===== src/rtl/c80alu_pkg.sv =====
// Package for the 8080/8085 ALU block: operation codes, flag bit positions,
// constants and the structs passed between the top level and the ALU core.
// Depends on nothing.
`default_nettype none

package c80alu_pkg;

   localparam int unsigned OP_W   = 4;
   localparam int unsigned BYTE_W = 8;
   localparam int unsigned PAIR_W = 16;

   typedef enum logic [OP_W-1:0] {
      OP_ADD      = 4'd0,
      OP_ADC      = 4'd1,
      OP_SUB      = 4'd2,
      OP_SBB      = 4'd3,
      OP_CMP      = 4'd4,
      OP_AND      = 4'd5,
      OP_OR       = 4'd6,
      OP_XOR      = 4'd7,
      OP_INC      = 4'd8,
      OP_DEC      = 4'd9,
      OP_DAA      = 4'd10,
      OP_PAIR_ADD = 4'd11
   } op_type;

   // Flag byte bit positions.
   localparam int unsigned F_S  = 7;
   localparam int unsigned F_Z  = 6;
   localparam int unsigned F_X5 = 5;
   localparam int unsigned F_H  = 4;
   localparam int unsigned F_X3 = 3;
   localparam int unsigned F_P  = 2;
   localparam int unsigned F_V  = 1;
   localparam int unsigned F_C  = 0;

   localparam logic [3:0]        NIBBLE_MAX = 4'hF;
   localparam logic [3:0]        DEC_DIGIT_MAX = 4'd9;
   localparam logic [BYTE_W-1:0] DAA_LIMIT  = 8'h99;
   localparam logic [3:0]        DAA_ADJ    = 4'h6;

   typedef struct packed {
      op_type              op;
      logic [BYTE_W-1:0]   acc;
      logic [BYTE_W-1:0]   operand;
      logic [BYTE_W-1:0]   flags_in;
      logic [PAIR_W-1:0]   pair_acc;
      logic [PAIR_W-1:0]   pair_operand;
   } alu_in_type;

   typedef struct packed {
      logic [BYTE_W-1:0]   result;
      logic [BYTE_W-1:0]   flags_out;
      logic [PAIR_W-1:0]   pair_result;
   } alu_out_type;

   // Sign, zero and even-parity flags of a byte, in their flag positions.
   function automatic logic [BYTE_W-1:0] szp(input logic [BYTE_W-1:0] v);
      logic [BYTE_W-1:0] f;
      f      = '0;
      f[F_S] = v[7];
      f[F_Z] = (v == '0);
      f[F_P] = ~^v;
      return f;
   endfunction

endpackage

`default_nettype wire


===== src/rtl/c80alu_core.sv =====
// Combinational 8080/8085 ALU: result, flag byte and pair sum for one operation.
// Depends on c80alu_pkg.
`default_nettype none

module c80alu_core
   import c80alu_pkg::*;
(
   input  wire logic        variant,
   input  wire alu_in_type  alu_in,
   output alu_out_type      alu_out
);

   logic [BYTE_W-1:0] a, b, fi;
   logic [BYTE_W:0]   sum9, dif9;
   logic              cin;
   logic [BYTE_W-1:0] and_v, or_v, xor_v, inc_v, dec_v;
   logic              daa_lo, daa_hi, daa_sub;
   logic [BYTE_W-1:0] daa_corr, daa_v;
   logic [PAIR_W:0]   pair17;

   always_comb begin
      a   = alu_in.acc;
      b   = alu_in.operand;
      fi  = alu_in.flags_in;
      cin = ((alu_in.op == OP_ADC) || (alu_in.op == OP_SBB)) && fi[F_C];

      sum9 = {1'b0, a} + {1'b0, b} + {{BYTE_W{1'b0}}, cin};
      dif9 = {1'b0, a} - {1'b0, b} - {{BYTE_W{1'b0}}, cin};

      and_v = a & b;
      or_v  = a | b;
      xor_v = a ^ b;
      inc_v = b + 8'd1;
      dec_v = b - 8'd1;

      // Decimal adjust: the 8085 subtracts the corrections when flag V of flags_in is set.
      daa_lo   = fi[F_H] || (a[3:0] > DEC_DIGIT_MAX);
      daa_hi   = fi[F_C] || (a > DAA_LIMIT);
      daa_sub  = variant && fi[F_V];
      daa_corr = {(daa_hi ? DAA_ADJ : 4'h0), (daa_lo ? DAA_ADJ : 4'h0)};
      daa_v    = daa_sub ? (a - daa_corr) : (a + daa_corr);

      pair17 = {1'b0, alu_in.pair_acc} + {1'b0, alu_in.pair_operand};

      alu_out.result      = a;
      alu_out.flags_out   = fi;
      alu_out.pair_result = alu_in.pair_acc;

      case (alu_in.op)
         OP_ADD, OP_ADC: begin
            alu_out.result         = sum9[BYTE_W-1:0];
            alu_out.flags_out      = szp(sum9[BYTE_W-1:0]);
            alu_out.flags_out[F_H] = a[4] ^ b[4] ^ sum9[4];
            alu_out.flags_out[F_V] = 1'b1;
            alu_out.flags_out[F_C] = sum9[BYTE_W];
         end
         OP_SUB, OP_SBB, OP_CMP: begin
            alu_out.result         = (alu_in.op == OP_CMP) ? a : dif9[BYTE_W-1:0];
            alu_out.flags_out      = szp(dif9[BYTE_W-1:0]);
            alu_out.flags_out[F_H] = ~(a[4] ^ b[4] ^ dif9[4]);
            alu_out.flags_out[F_V] = 1'b1;
            alu_out.flags_out[F_C] = dif9[BYTE_W];
         end
         OP_AND: begin
            alu_out.result         = and_v;
            alu_out.flags_out      = szp(and_v);
            alu_out.flags_out[F_H] = variant | a[3] | b[3];
         end
         OP_OR: begin
            alu_out.result    = or_v;
            alu_out.flags_out = szp(or_v);
         end
         OP_XOR: begin
            alu_out.result    = xor_v;
            alu_out.flags_out = szp(xor_v);
         end
         OP_INC: begin
            alu_out.result         = inc_v;
            alu_out.flags_out      = szp(inc_v);
            alu_out.flags_out[F_H] = (b[3:0] == NIBBLE_MAX);
            alu_out.flags_out[F_C] = fi[F_C];
         end
         OP_DEC: begin
            alu_out.result         = dec_v;
            alu_out.flags_out      = szp(dec_v);
            alu_out.flags_out[F_H] = (b[3:0] != 4'h0);
            alu_out.flags_out[F_V] = 1'b1;
            alu_out.flags_out[F_C] = fi[F_C];
         end
         OP_DAA: begin
            alu_out.result          = daa_v;
            alu_out.flags_out       = szp(daa_v);
            alu_out.flags_out[F_X5] = a[5];
            alu_out.flags_out[F_H]  = a[4] ^ daa_v[4];
            alu_out.flags_out[F_X3] = a[3];
            alu_out.flags_out[F_V]  = fi[F_V];
            alu_out.flags_out[F_C]  = fi[F_C] | (a > DAA_LIMIT);
         end
         OP_PAIR_ADD: begin
            alu_out.pair_result    = pair17[PAIR_W-1:0];
            alu_out.flags_out[F_C] = pair17[PAIR_W];
         end
         default: begin
            alu_out.result = a;
         end
      endcase
   end

endmodule

`default_nettype wire


===== src/rtl/cpu8080_alu_flags.sv =====
// Top level of the 8080/8085 ALU block: stream handshake, variant register,
// input and result registers around the ALU core. Depends on c80alu_pkg, c80alu_core.
`default_nettype none

// Each transfer on the request channel carries one ALU operation and returns
// exactly one transfer on the response channel, in order. An item passes
// through the input register and then the result register, with the ALU
// core's adders and flag logic between them. A new item can be taken in
// every cycle, so the sustained rate is one item per cycle while the response
// side keeps taking transfers; when it stalls, the input register takes one
// more item only if it is empty, and after that the request side stalls.
// The variant register (csr_wdata) selects 8080 rules when 0 and 8085 rules
// when 1; it resets to 0 and should be written only while no items are in
// flight.

module cpu8080_alu_flags
   import c80alu_pkg::*;
(
   input  wire logic        clock,
   input  wire logic        reset,

   input  wire logic        csr_we,
   input  wire logic [0:0]  csr_wdata,

   input  wire logic        req_tvalid,
   output logic             req_tready,
   // tdata, from bit 0 up: acc[7:0], operand[15:8], flags_in[23:16],
   // pair_acc[39:24], pair_operand[55:40]
   input  wire logic [55:0] req_tdata,
   // tuser: op[3:0]
   input  wire logic [3:0]  req_tuser,

   output logic             rsp_tvalid,
   input  wire logic        rsp_tready,
   // tdata, from bit 0 up: result[7:0], flags_out[15:8], pair_result[31:16]
   output logic [31:0]      rsp_tdata
);

   logic        variant_ff, variant_in;
   logic        s1_valid_ff, s1_valid_in;
   alu_in_type  s1_data_ff, s1_data_in;
   logic        rsp_valid_ff, rsp_valid_in;
   alu_out_type rsp_data_ff, rsp_data_in;
   alu_out_type core_out;
   logic        advance;

   // The result register may be refilled when it is empty or its transfer
   // completes this cycle; the input register may be refilled when it is empty or the result register may be.
   assign advance    = !rsp_valid_ff || rsp_tready;
   assign req_tready = !s1_valid_ff || advance;

   always_comb begin
      variant_in = csr_we ? csr_wdata[0] : variant_ff;

      s1_valid_in = s1_valid_ff;
      s1_data_in  = s1_data_ff;
      if (req_tready) begin
         s1_valid_in             = req_tvalid;
         s1_data_in.op           = op_type'(req_tuser);
         s1_data_in.acc          = req_tdata[7:0];
         s1_data_in.operand      = req_tdata[15:8];
         s1_data_in.flags_in     = req_tdata[23:16];
         s1_data_in.pair_acc     = req_tdata[39:24];
         s1_data_in.pair_operand = req_tdata[55:40];
      end

      rsp_valid_in = rsp_valid_ff;
      rsp_data_in  = rsp_data_ff;
      if (advance) begin
         rsp_valid_in = s1_valid_ff;
         rsp_data_in  = core_out;
      end
   end

   always_ff @(posedge clock) begin
      if (reset) begin
         variant_ff   <= 1'b0;
         s1_valid_ff  <= 1'b0;
         rsp_valid_ff <= 1'b0;
      end else begin
         variant_ff   <= variant_in;
         s1_valid_ff  <= s1_valid_in;
         rsp_valid_ff <= rsp_valid_in;
      end
   end

   // Payload registers carry no reset.
   always_ff @(posedge clock) begin
      s1_data_ff  <= s1_data_in;
      rsp_data_ff <= rsp_data_in;
   end

   c80alu_core u_core (
      .variant (variant_ff),
      .alu_in  (s1_data_ff),
      .alu_out (core_out)
   );

   assign rsp_tvalid = rsp_valid_ff;
   assign rsp_tdata  = {rsp_data_ff.pair_result, rsp_data_ff.flags_out, rsp_data_ff.result};

endmodule

`default_nettype wire

===== config.mk =====
export PLATFORM = sky130hd
export DESIGN_NAME = cpu8080_alu_flags
export DESIGN_NICKNAME = d
export VERILOG_FILES = /design/src/rtl/c80alu_pkg.sv /design/src/rtl/c80alu_core.sv /design/src/rtl/cpu8080_alu_flags.sv
export SDC_FILE = /design/constraint.sdc
export NUM_CORES = 1
export LEC_CHECK = 0
export CAP_MARGIN = 20
export CORE_ASPECT_RATIO = 0.5
export CORE_MARGIN = 2
export CORE_UTILIZATION = 44
export DETAILED_ROUTE_END_ITERATION = 6
export DONT_BUFFER_PORTS = 1
export PLACE_DENSITY = 0.6
export SLEW_MARGIN = 10
export SYNTH_ARGS = -nofsm -noshare
export SYNTH_HDL_FRONTEND = slang
export SYNTH_SLANG_ARGS = --single-unit

===== constraint.sdc =====
create_clock -name clock -period 8.4 [get_ports clock]
set_input_delay 1.68 -clock clock [delete_from_list [all_inputs] [get_ports clock]]
set_output_delay 1.68 -clock clock [all_outputs]
set_load 0.005 [all_outputs]

---- After elaboration in Yosys (flattened, before gate mapping) ----
Index checks and enable logic that the tools add are counted.
storage, ports and cells
  output and inout port bits .............. 34
  logic and storage cells ................. 84
  register bits after elaboration ......... 95
  input bits .............................. 66
operators by class
  multiplexer cells ....................... 8
  add/subtract/negate cells ............... 9
  bitwise logic cells ..................... 11
  equality and inequality tests ........... 12
  order comparisons ....................... 2
  reduce and logical (&&, ||, !) cells .... 30
operator list
  operator                                               count
  logical NOT 8 bit                                      8
  case mux 8 bit (8 select lines)                        1
  XNOR reduction 8 bit                                   8
  case mux 7 bit (8 select lines)                        1
  equality test 4 bit (second input constant)            5
  adder 16 x 16 -> 17 bit                                1
  equality test 4 x 3 -> 1 bit (second input constant)   4
  two-way mux 16 bit                                     1
  two-way mux 8 bit                                      2
  adder 8 x 8 -> 9 bit                                   1
  adder 9 x 1 -> 9 bit                                   1
  subtractor 8 x 8 -> 9 bit                              1
  subtractor 9 x 1 -> 9 bit                              1
  adder 8 x 1 -> 8 bit (second input constant)           1
  adder 8 bit                                            1
  AND 8 bit                                              1
  equality test 4 x 2 -> 1 bit (second input constant)   2
  greater-than comparator 8 bit (second input constant)  1
  OR 8 bit                                               1
  subtractor 8 x 1 -> 8 bit (second input constant)      1
  subtractor 8 bit                                       1
  XOR 8 bit                                              1
  two-way mux 3 bit                                      2
  OR reduction 3 bit                                     2
  other kinds (12)                                       23

---- Logic depth before layout (Yosys ltp) ----
Gate-level depths: netlist (run 1).
  depth after elaboration ................. 7
  gate-level depth with buffers ........... 17
  gate-level depth less buffers ........... 16

---- Cells and area by module ----
A second synthesis (run 1) with hierarchy kept.
second synthesis, totals
  cells, all modules ...................... 669
  area total of the unflattened synthesis .. 6912.9 µm²
modules (own cells, without submodules)
  module             area each (µm²)  cells an instance  seq. area each (µm²)  instances
  c80alu_core        4045.1           566                0.0                   1
  cpu8080_alu_flags  2867.8           103                2822.7                1

---- Least setup slack after synthesis (run 1) ----
Ideal clock, no wire load.
  path kind ............................... input to output
  start point ............................. input port rsp_tready
  end point ............................... output port req_tready
  path slack .............................. 3.667 ns
  path buffers ............................ 0
  data arrival time ....................... 3.053 ns
  data required time ...................... 6.720 ns
  stages on the path ...................... 2
  path through ............................ nor2b_1 nand2_1
on the way
  longest elaborated chain between the ends .. 2
RTL lines
  what              RTL line                 text
  from (decl)       cpu8080_alu_flags.sv:34  input wire logic rsp_tready,
  logical OR 1 bit  cpu8080_alu_flags.sv:49  assign advance = !rsp_valid_ff || rsp_tready;
  logical OR 1 bit  cpu8080_alu_flags.sv:50  assign req_tready = !s1_valid_ff || advance;
  to (decl)         cpu8080_alu_flags.sv:26  output logic req_tready,
No other way between the ends.

==> out/summary.txt, run 1 <==
GRT
--------------------------------------------------------------------------------------------------
Number of antenna violations at the first check in global routing ...................            3
Global Route Usage Sum ..............................................................       23.34%
Met3 GRT Util .......................................................................       6.667%
Maximum number of pins on one net before global-route repair ........................           61
GRT Residual Overflow ...............................................................            0
GR Layer Usage met1 .................................................................       33.08%
Vias in the first global route ......................................................         4982
Most crowded layer after global routing .............................................         met2
Global-route wire length before repair ..............................................     29350 µm
Global routing usage on met2 ........................................................       35.64%

STATUS
--------------------------------------------------------------------------------------------------
Run status .......................................................................... finished clean

TIMING
--------------------------------------------------------------------------------------------------
Fmax ................................................................................   0.2360 GHz
Worst slew slack as a fraction of its limit .........................................       31.68%
RSZ-0062 raised after global routing ................................................        false
Max-slew violation total from the final report ......................................            0
Actual transition at the worst max-transition pin ...................................     1.023 ns
Final total negative setup slack ....................................................         0 ns
Time the worst path needs with I/O delays and setup .................................     4.237 ns
Count of endpoints failing hold in the final timing report ..........................            0
Final Cycle Share ...................................................................       50.44%
Setup Skew ..........................................................................  0.009510 ns
Number of endpoints failing setup at the final stage ................................            0

SYNTH
--------------------------------------------------------------------------------------------------
XOR/XNOR share of the synthesized area ..............................................       8.255%
Compound-Gate Fraction of Synth Area ................................................       15.80%
Leading register cell type out of synthesis ......................................... sky130_fd_sc_hd__edfxtp_1
Commonest cells in the netlist ...................................................... 92 x sky130_fd_sc_hd__edfxtp_1, 91 x sky130_fd_sc_hd__ha_1, 55 x sky130_fd_sc_hd__nand2_1
Main combinational cell family by area after synthesis ..............................  adder cells
Asr flop ratio synth ................................................................           0%
Sequential fraction of the synthesis area ...........................................       39.88%
Post-synth EDFFs ....................................................................           92
Share of cell area taken by muxes after synthesis ...................................       1.273%
Library cell with the highest instance count after synthesis ........................ sky130_fd_sc_hd__edfxtp_1
Synth Area per Inst .................................................................    10.46 µm²
Yosys synthesis warning count .......................................................            0
Post-synthesis cell area ............................................................     7078 µm²
Fraction of the mapped netlist area in adder cells ..................................       17.50%
Top cells by area in the synthesized netlist ........................................ sky130_fd_sc_hd__edfxtp_1 39%, sky130_fd_sc_hd__ha_1 16%, sky130_fd_sc_hd__xnor2_1 5.6%
Biggest area consumer among synthesized cells ....................................... sky130_fd_sc_hd__edfxtp_1
Area share of the largest cell type after synthesis .................................       39.03%
Number of storage elements in the synthesis netlist .................................           95
Simple-gate area share of the yosys netlist .........................................       12.90%
Cells after synthesis ...............................................................          677
Synthesized Nets ....................................................................          839
Number of distinct standard cells referenced by the synthesized netlist .............           74

CLOCKING
--------------------------------------------------------------------------------------------------
Hold bufs inserted after CTS ........................................................            0
Post-CTS Setup Inserts ..............................................................            0
Max Buffers Root-to-Sink ............................................................            2
Resize count post-CTS ...............................................................            0
Clock buffers created by TritonCTS ..................................................            9
Clock Latency Late Sink .............................................................      0.35 ns
Clock transition time at the flip-flop clock pins of the worst setup and hold paths .      0.07 ns
Root Buffer Master .................................................................. sky130_fd_sc_hd__clkbuf_16
H-tree lvl count ....................................................................            3
TritonCTS Sinks .....................................................................           95
TritonCTS clock tree ................................................................          yes

WORST SETUP PATH
--------------------------------------------------------------------------------------------------
Worst path cell trace ............................................................... nor2_1 > nand3_1 > inv_1 > fa_1 > inv_1 > ha_1 > o21ai_1 > a211oi_1 > nor4b_1 > nor3_2 > ha_1 > xor2_1 > xnor2_1 > o22ai_1 > nor2_1 > a41oi_1
Library cell contributing the largest single delay on the critical path ............. sky130_fd_sc_hd__edfxtp_1
Top fanout value on the critical path ...............................................           15
Critical path endpoint category .....................................................    flip-flop
Highest cell delay on the worst timing path .........................................      0.59 ns
Largest delay contributor family on the critical path ............................... simple AND/OR/NAND/NOR gates
Type of the setup path with the least slack ......................................... flip-flop to flip-flop
Startpoint types ....................................................................    flip-flop
Buf/Inv on CP .......................................................................            2
Arrival time of the worst setup path ................................................      4.32 ns
Critical Path RT ....................................................................      8.48 ns

DIE
--------------------------------------------------------------------------------------------------
Die width ...........................................................................     183.4 µm
Area of the core region .............................................................    15570 µm²
Cell row count ......................................................................           32
Top-level port count ................................................................          100
Vertical die dimension ..............................................................     93.69 µm
Effective utilization at floorplan ..................................................       45.45%
Total Die Area ......................................................................    17180 µm²

PLACE
--------------------------------------------------------------------------------------------------
Final RePlAce weighted congestion ...................................................       0.9392
Port Buffer Count ...................................................................            0
Placed Instances ....................................................................          867
Total half-perimeter wirelength after legalization and detailed placement ...........     15270 µm

DETAILED ROUTING
--------------------------------------------------------------------------------------------------
Per-cell via count in the routed design .............................................        5.911
Via count ...........................................................................         5225
Antenna-violating nets left .........................................................            0
Average routed wire per standard cell ...............................................     22.05 µm
DRC Markers .........................................................................            0
Total wire length ...................................................................     19490 µm
1st-iter DRT viols ..................................................................          439
Initial DRT Pass Iterations .........................................................            5

JOB
--------------------------------------------------------------------------------------------------
Max-cap violations ..................................................................            0

POWER AND IR DROP
--------------------------------------------------------------------------------------------------
Leakage power of the design .........................................................     3.095 nW
Max IR drop VDD .....................................................................    0.1058 mV
Pwr per Cell Area ................................................................... 193.4 nW/µm²

WORST HOLD PATH
--------------------------------------------------------------------------------------------------
Hold crit path type ................................................................. flip-flop to flip-flop

CELLS AND AREA
--------------------------------------------------------------------------------------------------
Area growth, synth to finish ........................................................       6.505%
Final standard cell count with taps included and fillers excluded ...................          884
NumNets Final .......................................................................          836
Share of post-route cells with drive strength above 1 ...............................       5.744%
Fraction of the core area covered by cells at the end of the flow ...................       48.40%

sequential cells by signal, indices dropped and copies added (netlist names):
register / count
s1_data_ff: 60
rsp_tdata: 32
rsp_tvalid: 1
s1_valid_ff: 1
variant_ff: 1
per-layer routing:
metal  vias to the layer above  share of wire (%)
li1                       2502                  -
met1                      2518                 48
met2                       181                 43
met3                        20                7.5
met4                         4                1.0
met5                         -               0.11
cell type report:
type,count,area (µm²)
inverters,49,183.9
multi-input cells,514,3948
diodes,1,2.502
well taps,204,255.2
repair buffers,5,37.54
clock inverters,7,63.81
flip-flops and latches,95,2823
fillers,1416,8036
clock buffers,9,225.2
worst register-to-register path, cell delays in order (launching register included):
cell	delay, ns
sky130_fd_sc_hd__edfxtp_1	0.59
sky130_fd_sc_hd__nor2_1	0.38
sky130_fd_sc_hd__nand3_1	0.19
sky130_fd_sc_hd__inv_1	0.12
sky130_fd_sc_hd__fa_1	0.46
sky130_fd_sc_hd__inv_1	0.10
sky130_fd_sc_hd__ha_1	0.14
sky130_fd_sc_hd__o21ai_1	0.10
sky130_fd_sc_hd__a211oi_1	0.51
sky130_fd_sc_hd__nor4b_1	0.14
sky130_fd_sc_hd__nor3_2	0.26
sky130_fd_sc_hd__ha_1	0.28
sky130_fd_sc_hd__xor2_1	0.17
sky130_fd_sc_hd__xnor2_1	0.17
sky130_fd_sc_hd__o22ai_1	0.11
sky130_fd_sc_hd__nor2_1	0.13
sky130_fd_sc_hd__a41oi_1	0.13
power by group:
group / leakage (nW) / internal, mW / switching, mW
logic: 1.95 / 0.193 / 0.263
clock network: 0.143 / 0.208 / 0.192
registers: 1.00 / 0.566 / 0.0367
total: 3.10 / 0.967 / 0.491
layout by cell type, fill, tap and decap left out, drive strengths merged, types with 8 or more instances in the layout:
| master | n |
|---|---|
| o21a | 9 |
| nand2 | 57 |
| xor2 | 16 |
| nor3 | 13 |
| a211oi | 10 |
| a21o | 11 |
| o21ai | 44 |
| inv | 52 |
| o22ai | 14 |
| nor2 | 48 |
| ha | 91 |
| o31ai | 8 |
| mux2i | 9 |
| nand3 | 15 |
| xnor2 | 46 |
| a21oi | 23 |
| edfxtp | 92 |
| nand4 | 10 |
| clkbuf | 9 |
metrics by stage:
step	hold WS [ns]	worst slack, ns	total power, mW	instance area [µm²]
after floorplan	0.4631	3.667	0.9402	7078
after detailed placement	0.5100	4.220	1.060	7247
final	0.5221	4.163	1.458	7538
after CTS	0.5273	4.211	1.465	7536
after global routing	0.5616	3.868	1.532	7538
after global placement	0.4953	4.374	1.058	7247
final timing paths:
path / from / endpoint / slack (ns) / cells past startpoint
setup / recovery: s1_data_ff[59] / rsp_tdata[10] / 4.16 / 16
hold / removal: s1_valid_ff / rsp_tvalid / 0.52 / 2
setup reg to reg: s1_data_ff[59] / rsp_tdata[10] / 4.16 / 16
hold reg to reg: s1_valid_ff / rsp_tvalid / 0.52 / 2
cells by family after synthesis:
logic type               after synthesis
AO/OA/AOI/OAI                        165
XOR/XNOR                              63
adder cells (fa/ha/maj)               96
buffers and inverters                 68
flip-flops                            95
multiplexers                           9
AND/OR/NAND/NOR                      181
No activity file was read; power rests on OpenSTA's default activity.
==> run 2: changes to the inputs <==
Settings changed: ABC_AREA set to 1.
Clock period 8.4 ns to 4.1 ns, I/O delays scaled along.
==> run 2 against run 1 <==
Critical path type unchanged. Die area shrank 1.2%. Largest power group unchanged. Clock skew increased by 0.0038 ns. Highest routed layer is now met4. Total power grew 110%. Utilization is 0.97 points higher. Synthesized cell count is 18% higher. Wire length rose by 8.7%.
==> out/summary.txt, run 2 <==
WORST HOLD PATH
--------------------------------------------------------------------------------------------------
Worst hold path endpoint ............................................................   rsp_tvalid
Hold crit path type ................................................................. flip-flop to flip-flop
Startpoint of the tightest hold check path ..........................................  s1_valid_ff
Number of cells on the worst hold path ..............................................            2   unchanged

TIMING
--------------------------------------------------------------------------------------------------
Setup Skew ..........................................................................   0.01334 ns   +0.003833 ns
Number of endpoints failing setup at the final stage ................................            0   unchanged
Actual transition at the worst max-transition pin ...................................    0.6756 ns   -0.3471 ns
Final Cycle Share ...................................................................       94.08%   +44 points
Fmax ................................................................................   0.2593 GHz   +9.9%
Max-slew violation total from the final report ......................................            0   unchanged
Time the worst path needs with I/O delays and setup .................................     3.857 ns   -0.3803 ns
Worst slew slack as a fraction of its limit .........................................       54.85%   +23 points
Count of endpoints failing hold in the final timing report ..........................            0   unchanged
Final total negative setup slack ....................................................         0 ns   unchanged
RSZ-0062 raised after global routing ................................................        false

CELLS AND AREA
--------------------------------------------------------------------------------------------------
Commonest non-fill, non-tap cell in the layout ...................................... sky130_fd_sc_hd__nand2_1
Share of post-route cells with drive strength above 1 ...............................       6.120%   +0.38 points
Area growth, synth to finish ........................................................       9.107%
Flip-flop count of the largest register, all copies and words added .................           60   unchanged
Final standard cell count with taps included and fillers excluded ...................         1022   +16%
Most used cells in the layout excluding fill and tap cells .......................... 179 x sky130_fd_sc_hd__nand2_1, 104 x sky130_fd_sc_hd__inv_1, 92 x sky130_fd_sc_hd__edfxtp_1
Fillers .............................................................................         1467   +3.6%
Largest register by flop count ......................................................   s1_data_ff
NumNets Final .......................................................................          974   +17%

WORST SETUP PATH
--------------------------------------------------------------------------------------------------
RR Endpoint ......................................................................... rsp_tdata[10]
Source of the worst register-to-register timing path ................................ s1_data_ff[49]
Critical path endpoint category .....................................................    flip-flop
Type of the setup path with the least slack ......................................... flip-flop to flip-flop
Worst path cell trace ............................................................... inv_1 > nand2_1 > a21oi_2 > inv_1 > ha_1 > o21ai_0 > ha_1 > a21oi_1 > o21ai_0 > a31oi_1 > inv_1 > nand2_1 > nand2_1 > ha_1 > xnor2_1 > xor2_1 > o22ai_1 > nor2_1 > nand3_1
Length in cells of the worst reg-to-reg path ........................................           19   +3
Buf/Inv on CP .......................................................................            3   +1
Slack of the worst reg-to-reg path ..................................................      0.24 ns   -3.92 ns
Top fanout value on the critical path ...............................................            7   -8
Library cell contributing the largest single delay on the critical path ............. sky130_fd_sc_hd__edfxtp_1
Highest cell delay on the worst timing path .........................................      0.57 ns   -0.02 ns
Startpoint types ....................................................................    flip-flop
Arrival time of the worst setup path ................................................      3.97 ns   -0.35 ns
Largest delay contributor family on the critical path ............................... compound AO/OA/AOI/OAI gates
Critical Path RT ....................................................................      4.21 ns   -4.27 ns

CLOCKING
--------------------------------------------------------------------------------------------------
TritonCTS Sinks .....................................................................           95   unchanged
Resize count post-CTS ...............................................................            0   unchanged
Clock Latency Late Sink .............................................................      0.36 ns   about the same
Clock transition time at the flip-flop clock pins of the worst setup and hold paths .      0.08 ns   about the same
Clock buffers created by TritonCTS ..................................................            9   unchanged
Max Buffers Root-to-Sink ............................................................            2   unchanged
Root Buffer Master .................................................................. sky130_fd_sc_hd__clkbuf_16
Hold bufs inserted after CTS ........................................................            0   unchanged
H-tree lvl count ....................................................................            3   unchanged
Post-CTS Setup Inserts ..............................................................            0   unchanged
TritonCTS clock tree ................................................................          yes

GRT
--------------------------------------------------------------------------------------------------
Maximum number of pins on one net before global-route repair ........................           46   -25%
Number of antenna violations at the first check in global routing ...................            1   -2
GRT Residual Overflow ...............................................................            0   unchanged
Global Route Usage Sum ..............................................................       25.87%   +2.5 points
Vias in the first global route ......................................................         5530   +11%
Global-route wire length before repair ..............................................     32310 µm   +10%

POWER AND IR DROP
--------------------------------------------------------------------------------------------------
Switching power summed over all nets ................................................     1.028 mW   +110%
Pwr per Cell Area ................................................................... 392.1 nW/µm²   +100%
Clk network pwr share ...............................................................        30.8%   +3.4 points
Max IR drop VDD .....................................................................    0.2581 mV   +140%
Switching Share .....................................................................       34.35%   +0.65 points
Leakage power of the design .........................................................     3.532 nW   +14%
Fraction of power consumed by combinational cells ...................................        28.1%   -3.2 points
Power Internal ......................................................................     1.964 mW   +100%
Sequential share of power ...........................................................        41.1%   -0.2 points

SYNTH
--------------------------------------------------------------------------------------------------
Top cells by area in the synthesized netlist ........................................ sky130_fd_sc_hd__edfxtp_1 40%, sky130_fd_sc_hd__ha_1 16%, sky130_fd_sc_hd__nand2_1 9.6%
Sequential fraction of the synthesis area ...........................................       40.37%   +0.49 points
Number of distinct standard cells referenced by the synthesized netlist .............           42   -43%
Post-synthesis cell area ............................................................     6993 µm²   -1.2%
Asr flop ratio synth ................................................................           0%   unchanged
Post-synth EDFFs ....................................................................           92   unchanged
Synthesized Nets ....................................................................          958   +14%
Biggest area consumer among synthesized cells ....................................... sky130_fd_sc_hd__edfxtp_1
Library cell with the highest instance count after synthesis ........................ sky130_fd_sc_hd__nand2_1
Yosys synthesis warning count .......................................................            0   unchanged
Area share of the largest cell type after synthesis .................................       39.51%   +0.47 points
Commonest cells in the netlist ...................................................... 179 x sky130_fd_sc_hd__nand2_1, 104 x sky130_fd_sc_hd__inv_1, 92 x sky130_fd_sc_hd__edfxtp_1
Synth Area per Inst .................................................................    8.785 µm²   -16%
Number of storage elements in the synthesis netlist .................................           95   unchanged
Leading register cell type out of synthesis ......................................... sky130_fd_sc_hd__edfxtp_1
Cells after synthesis ...............................................................          796   +18%

DETAILED ROUTING
--------------------------------------------------------------------------------------------------
Average routed wire per standard cell ...............................................     20.73 µm   -6.0%
Antenna-violating nets left .........................................................            0   unchanged
Total wire length ...................................................................     21190 µm   +8.7%
1st-iter DRT viols ..................................................................          634   +44%
Initial DRT Pass Iterations .........................................................            7   +2
Via count ...........................................................................         5750   +10%
Per-cell via count in the routed design .............................................        5.626   -4.8%
DRC Markers .........................................................................            0   unchanged

PLACE
--------------------------------------------------------------------------------------------------
Total half-perimeter wirelength after legalization and detailed placement ...........     17040 µm   +12%
Placed Instances ....................................................................         1005   +16%
Final RePlAce weighted congestion ...................................................        1.033   +10%
Port Buffer Count ...................................................................            0   unchanged

DIE
--------------------------------------------------------------------------------------------------
Effective utilization at floorplan ..................................................       45.25%   -0.20 points
Cell row count ......................................................................           32   unchanged
Vertical die dimension ..............................................................     93.15 µm   -0.58%
Top-level port count ................................................................          100   unchanged
Area of the core region .............................................................    15450 µm²   -0.77%
Total Die Area ......................................................................    16980 µm²   -1.2%
Die width ...........................................................................     182.3 µm   -0.59%

JOB
--------------------------------------------------------------------------------------------------
Max-cap violations ..................................................................            0   unchanged

STATUS
--------------------------------------------------------------------------------------------------
Run status .......................................................................... finished clean

-- run 2: routing by layer --
layer  part of all wire, %  vias up  global-route usage (%)
met4                   1.6        0                   5.847
met1                    49     2728                   37.58
li1                      -     2765                       -
met5                     0        -                       0
met2                    41      234                   38.65
met3                   7.9       23                   6.659
-- run 2: layout make-up --
cell class | count | area, µm² | area share (%)
multi-input combinational | 582 | 3719 | 48.74
timing repair buffer | 12 | 90.09 | 1.181
inverter | 112 | 420.4 | 5.510
antenna | 1 | 2.502 | 0.03280
sequential | 95 | 2823 | 37.00
clock buffer | 9 | 225.2 | 2.952
tap | 204 | 255.2 | 3.345
clock inverter | 7 | 95.09 | 1.246
-- run 2: cell families after synthesis --
group,share of synthesized area [%]
buffers and inverters,6.638
xor gates and xnor gates,4.759
AOI/OAI and AO/OA,9.429
muxes,0.1431
and+or+nand+nor,20.95
adders and majority gates,17.71
DFF,40.37
-- run 2: how the worst max path moves through the flow --
| stage | start | end | slack (ns) | cells after the start |
|---|---|---|---|---|
| after floorplan | s1_data_ff[49] | rsp_tdata[10] | 0.86 | 19 |
| after global placement | s1_data_ff[49] | rsp_tdata[10] | 0.35 | 19 |
| after detailed placement | s1_data_ff[49] | rsp_tdata[10] | 0.32 | 19 |
| after CTS | s1_data_ff[49] | rsp_tdata[10] | 0.29 | 19 |
| after global routing | s1_data_ff[49] | rsp_tdata[10] | 0.005 | 19 |
| final | s1_data_ff[49] | rsp_tdata[10] | 0.24 | 19 |
-- run 2: worst min-delay path, stage by stage (launching register included) --
cell and delay, ns:
sky130_fd_sc_hd__dfxtp_1 0.34, sky130_fd_sc_hd__inv_1 0.06, sky130_fd_sc_hd__a21oi_1 0.05
-- run 2: power groups by stage --
| stage | Clock [mW] | Sequential [mW] | Combinational (mW) |
|---|---|---|---|
| after floorplan | 0 | 1.22 | 0.607 |
| after global placement | 0 | 1.25 | 0.822 |
| after detailed placement | 0 | 1.25 | 0.820 |
| after CTS | 0.941 | 1.23 | 0.825 |
| after global routing | 0.980 | 1.24 | 0.932 |
| final | 0.920 | 1.23 | 0.841 |
-- run 2: stage by stage --
stage          setup slack (ns)  hold WS, ns  area [µm²]  total power [mW]  util (%)
2_1_floorplan            0.8637       0.4242        6993             1.828         -
3_3_place_gp             0.3506       0.4753        7307             2.076     47.28
3_5_place_dp             0.3162       0.4768        7307             2.074     47.28
4_1_cts                  0.2937       0.4885        7627             3.000     49.35
5_1_grt                0.005401       0.5071        7627             3.153     49.35
6_report                 0.2429       0.4858        7630             2.992     49.37
==> run 3: changes to the inputs <==
Settings changed: CORE_UTILIZATION 44 to 65, PLACE_DENSITY 0.6 to 0.82.
==> run 3 against run 2 <==
Worst hold slack worse by 0.021 ns. Sequential power barely moved. Register-to-register slack improved by 0.11 ns. Die area shrank 31%. Wire length decreased by 6.4%. Sequential share of layout area is 0.66 points higher. Worst setup slack gained 0.11 ns. First-iteration DRC count grew 13%. Largest cell class unchanged.
==> out/summary.txt, run 3 (synthesis results as in run 2) <==
GRT
--------------------------------------------------------------------------------------------------
Global-route wire length before repair ..............................................     30620 µm   -5.3%
Number of antenna violations at the first check in global routing ...................            0   -1
Global Route Usage Sum ..............................................................       35.39%   +9.5 points
Vias in the first global route ......................................................         5599   +1.2%
Maximum number of pins on one net before global-route repair ........................           53   +15%
GRT Residual Overflow ...............................................................            0   unchanged

DETAILED ROUTING
--------------------------------------------------------------------------------------------------
Average routed wire per standard cell ...............................................     20.85 µm   +0.59%
Total wire length ...................................................................     19830 µm   -6.4%
1st-iter DRT viols ..................................................................          717   +13%
Via count ...........................................................................         5875   +2.2%
DRC Markers .........................................................................            0   unchanged
Per-cell via count in the routed design .............................................        6.178   +9.8%
Initial DRT Pass Iterations .........................................................            5   -2
Antenna-violating nets left .........................................................            0   unchanged

DIE
--------------------------------------------------------------------------------------------------
Effective utilization at floorplan ..................................................       67.60%   +22 points
Total Die Area ......................................................................    11650 µm²   -31%
Area of the core region .............................................................    10340 µm²   -33%
Vertical die dimension ..............................................................     77.35 µm   -17%
Top-level port count ................................................................          100   unchanged
Cell row count ......................................................................           26   -19%
Die width ...........................................................................     150.7 µm   -17%

WORST SETUP PATH
--------------------------------------------------------------------------------------------------
Highest cell delay on the worst timing path .........................................      0.48 ns   -0.09 ns
Startpoint types ....................................................................    flip-flop
Critical path endpoint category .....................................................    flip-flop
Arrival time of the worst setup path ................................................      3.84 ns   -0.13 ns
Top fanout value on the critical path ...............................................            4   -3
Crit path top cell by count ......................................................... sky130_fd_sc_hd__nand2_1
Type of the setup path with the least slack ......................................... flip-flop to flip-flop
Critical Path RT ....................................................................      4.20 ns   about the same
Worst path cell trace ............................................................... nor2_1 > inv_1 > nor3_1 > inv_1 > fa_1 > inv_1 > fa_1 > nand2_1 > a21oi_1 > inv_1 > nand2_1 > nand2_1 > nand2_1 > nand2_1 > nand2_1 > nand2_1 > ha_1 > xor2_1 > nand2_1 > nand2_1 > o21ai_0 > nor2_1 > nand3_1
Library cell contributing the largest single delay on the critical path ............. sky130_fd_sc_hd__edfxtp_1

TIMING
--------------------------------------------------------------------------------------------------
Setup Skew ..........................................................................   0.01039 ns   -0.002957 ns
Max-slew violation total from the final report ......................................            0   unchanged
Final total negative setup slack ....................................................         0 ns   unchanged
Worst slew slack as a fraction of its limit .........................................       56.44%   +1.6 points
Count of endpoints failing hold in the final timing report ..........................            0   unchanged
Fmax ................................................................................   0.2670 GHz   +3.0%
Final Cycle Share ...................................................................       91.34%   -2.7 points
RSZ-0062 raised after global routing ................................................        false
Number of endpoints failing setup at the final stage ................................            0   unchanged
Time the worst path needs with I/O delays and setup .................................     3.745 ns   -0.1120 ns
Actual transition at the worst max-transition pin ...................................    0.6526 ns   -0.02296 ns

STATUS
--------------------------------------------------------------------------------------------------
Run status .......................................................................... finished clean

CLOCKING
--------------------------------------------------------------------------------------------------
TritonCTS Sinks .....................................................................           95   unchanged
Resize count post-CTS ...............................................................            0   unchanged
Max Buffers Root-to-Sink ............................................................            2   unchanged
Clock transition time at the flip-flop clock pins of the worst setup and hold paths .      0.08 ns   about the same
Clock buffers created by TritonCTS ..................................................            9   unchanged
Clock Latency Late Sink .............................................................      0.35 ns   about the same
Root Buffer Master .................................................................. sky130_fd_sc_hd__clkbuf_16
H-tree lvl count ....................................................................            3   unchanged
Post-CTS Setup Inserts ..............................................................            0   unchanged
TritonCTS clock tree ................................................................          yes
Hold bufs inserted after CTS ........................................................            0   unchanged

CELLS AND AREA
--------------------------------------------------------------------------------------------------
Share of post-route cells with drive strength above 1 ...............................       5.425%   -0.69 points
NumNets Final .......................................................................          968   -0.62%
Design area .........................................................................     7496 µm²   -1.8%
Fraction of the core area covered by cells at the end of the flow ...................       72.46%   +23 points
Largest register by flop count ......................................................   s1_data_ff
Number of antenna diodes ............................................................            0   -1
Final standard cell count with taps included and fillers excluded ...................          951   -6.9%
Fillers .............................................................................          804   -45%
Flip-flop count of the largest register, all copies and words added .................           60   unchanged
Most used cells in the layout excluding fill and tap cells .......................... 179 x sky130_fd_sc_hd__nand2_1, 104 x sky130_fd_sc_hd__inv_1, 92 x sky130_fd_sc_hd__edfxtp_1
Area growth, synth to finish ........................................................       7.193%
Commonest non-fill, non-tap cell in the layout ...................................... sky130_fd_sc_hd__nand2_1

JOB
--------------------------------------------------------------------------------------------------
Max-cap violations ..................................................................            0   unchanged

POWER AND IR DROP
--------------------------------------------------------------------------------------------------
Max IR drop VDD .....................................................................    0.2466 mV   -4.4%
Pwr per Cell Area ................................................................... 395.3 nW/µm²   +0.82%
Leakage power of the design .........................................................     3.502 nW   -0.87%

PLACE
--------------------------------------------------------------------------------------------------
Final RePlAce weighted congestion ...................................................        1.026   -0.63%
Total half-perimeter wirelength after legalization and detailed placement ...........     15860 µm   -6.9%
Placed Instances ....................................................................          935   -7.0%
Port Buffer Count ...................................................................            0   unchanged
Area of placed instances ............................................................     7174 µm²   -1.8%

WORST HOLD PATH
--------------------------------------------------------------------------------------------------
Hold crit path type ................................................................. flip-flop to flip-flop

run 3: changes by cell type in the layout (fill, tap and decap cells not counted):
cell | previous run | this run
sky130_fd_sc_hd__clkinvlp_4 | 0 | 1
sky130_fd_sc_hd__clkinv_8 | 1 | 0
sky130_fd_sc_hd__nand3_4 | 1 | 0
sky130_fd_sc_hd__inv_8 | 2 | 3
sky130_fd_sc_hd__clkinv_4 | 2 | 1
sky130_fd_sc_hd__buf_4 | 12 | 6
sky130_fd_sc_hd__inv_12 | 0 | 1
sky130_fd_sc_hd__diode_2 | 1 | 0
sky130_fd_sc_hd__nand3_2 | 2 | 3
sky130_fd_sc_hd__inv_6 | 1 | 0
run 3: where the power goes:
| part | switching [mW] | internal [mW] |
|---|---|---|
| logic | 0.527 | 0.303 |
| clock network | 0.405 | 0.495 |
| registers | 0.0707 | 1.16 |
run 3: metal layers:
metal | part of all wire [%] | global-route usage (%) | vias up
met1 | 42 | 51.67 | 2692
met5 | 0 | 0 | -
met2 | 41 | 50.50 | 379
met4 | 3.8 | 13.64 | 0
li1 | - | - | 2749
met3 | 13 | 9.176 | 55
run 3: final timing paths:
check / startpoint / to / slack (ns) / cells past startpoint
hold reg to reg: s1_valid_ff / rsp_tvalid / 0.46 / 2
setup / recovery: s1_data_ff[59] / rsp_tdata[10] / 0.35 / 23
hold / removal: s1_valid_ff / rsp_tvalid / 0.46 / 2
setup reg to reg: s1_data_ff[59] / rsp_tdata[10] / 0.35 / 23
run 3: worst max-delay path, delay by kind of cell (launching register included):
family                   cells  cell delay (ns)
flip-flops                   1             0.48
buffers and inverters        4             0.32
XOR/XNOR                     1             0.21
AND/OR/NAND/NOR             13             1.34
AO/OA/AOI/OAI                2             0.24
adder cells (fa/ha/maj)      3             0.89
run 3: stage by stage:
step           setup WS [ns]  hold slack (ns)  power [mW]
3_3_place_gp          0.5820           0.4437       2.030
5_1_grt              0.06554           0.5004       3.101
6_report              0.3549           0.4645       2.963
2_1_floorplan         0.8637           0.4242       1.828
3_5_place_dp          0.4238           0.4460       2.049
4_1_cts               0.4095           0.4604       2.943
run 3: layout make-up:
| type | count | area (µm²) | area share (%) |
|---|---|---|---|
| clock inverters | 7 | 96.34 | 1.285 |
| flip-flops and latches | 95 | 2823 | 37.66 |
| repair buffers | 6 | 45.04 | 0.6009 |
| multi-input cells | 582 | 3711 | 49.51 |
| inverters | 112 | 420.4 | 5.608 |
| clock buffers | 9 | 225.2 | 3.005 |
| well taps | 140 | 175.2 | 2.337 |
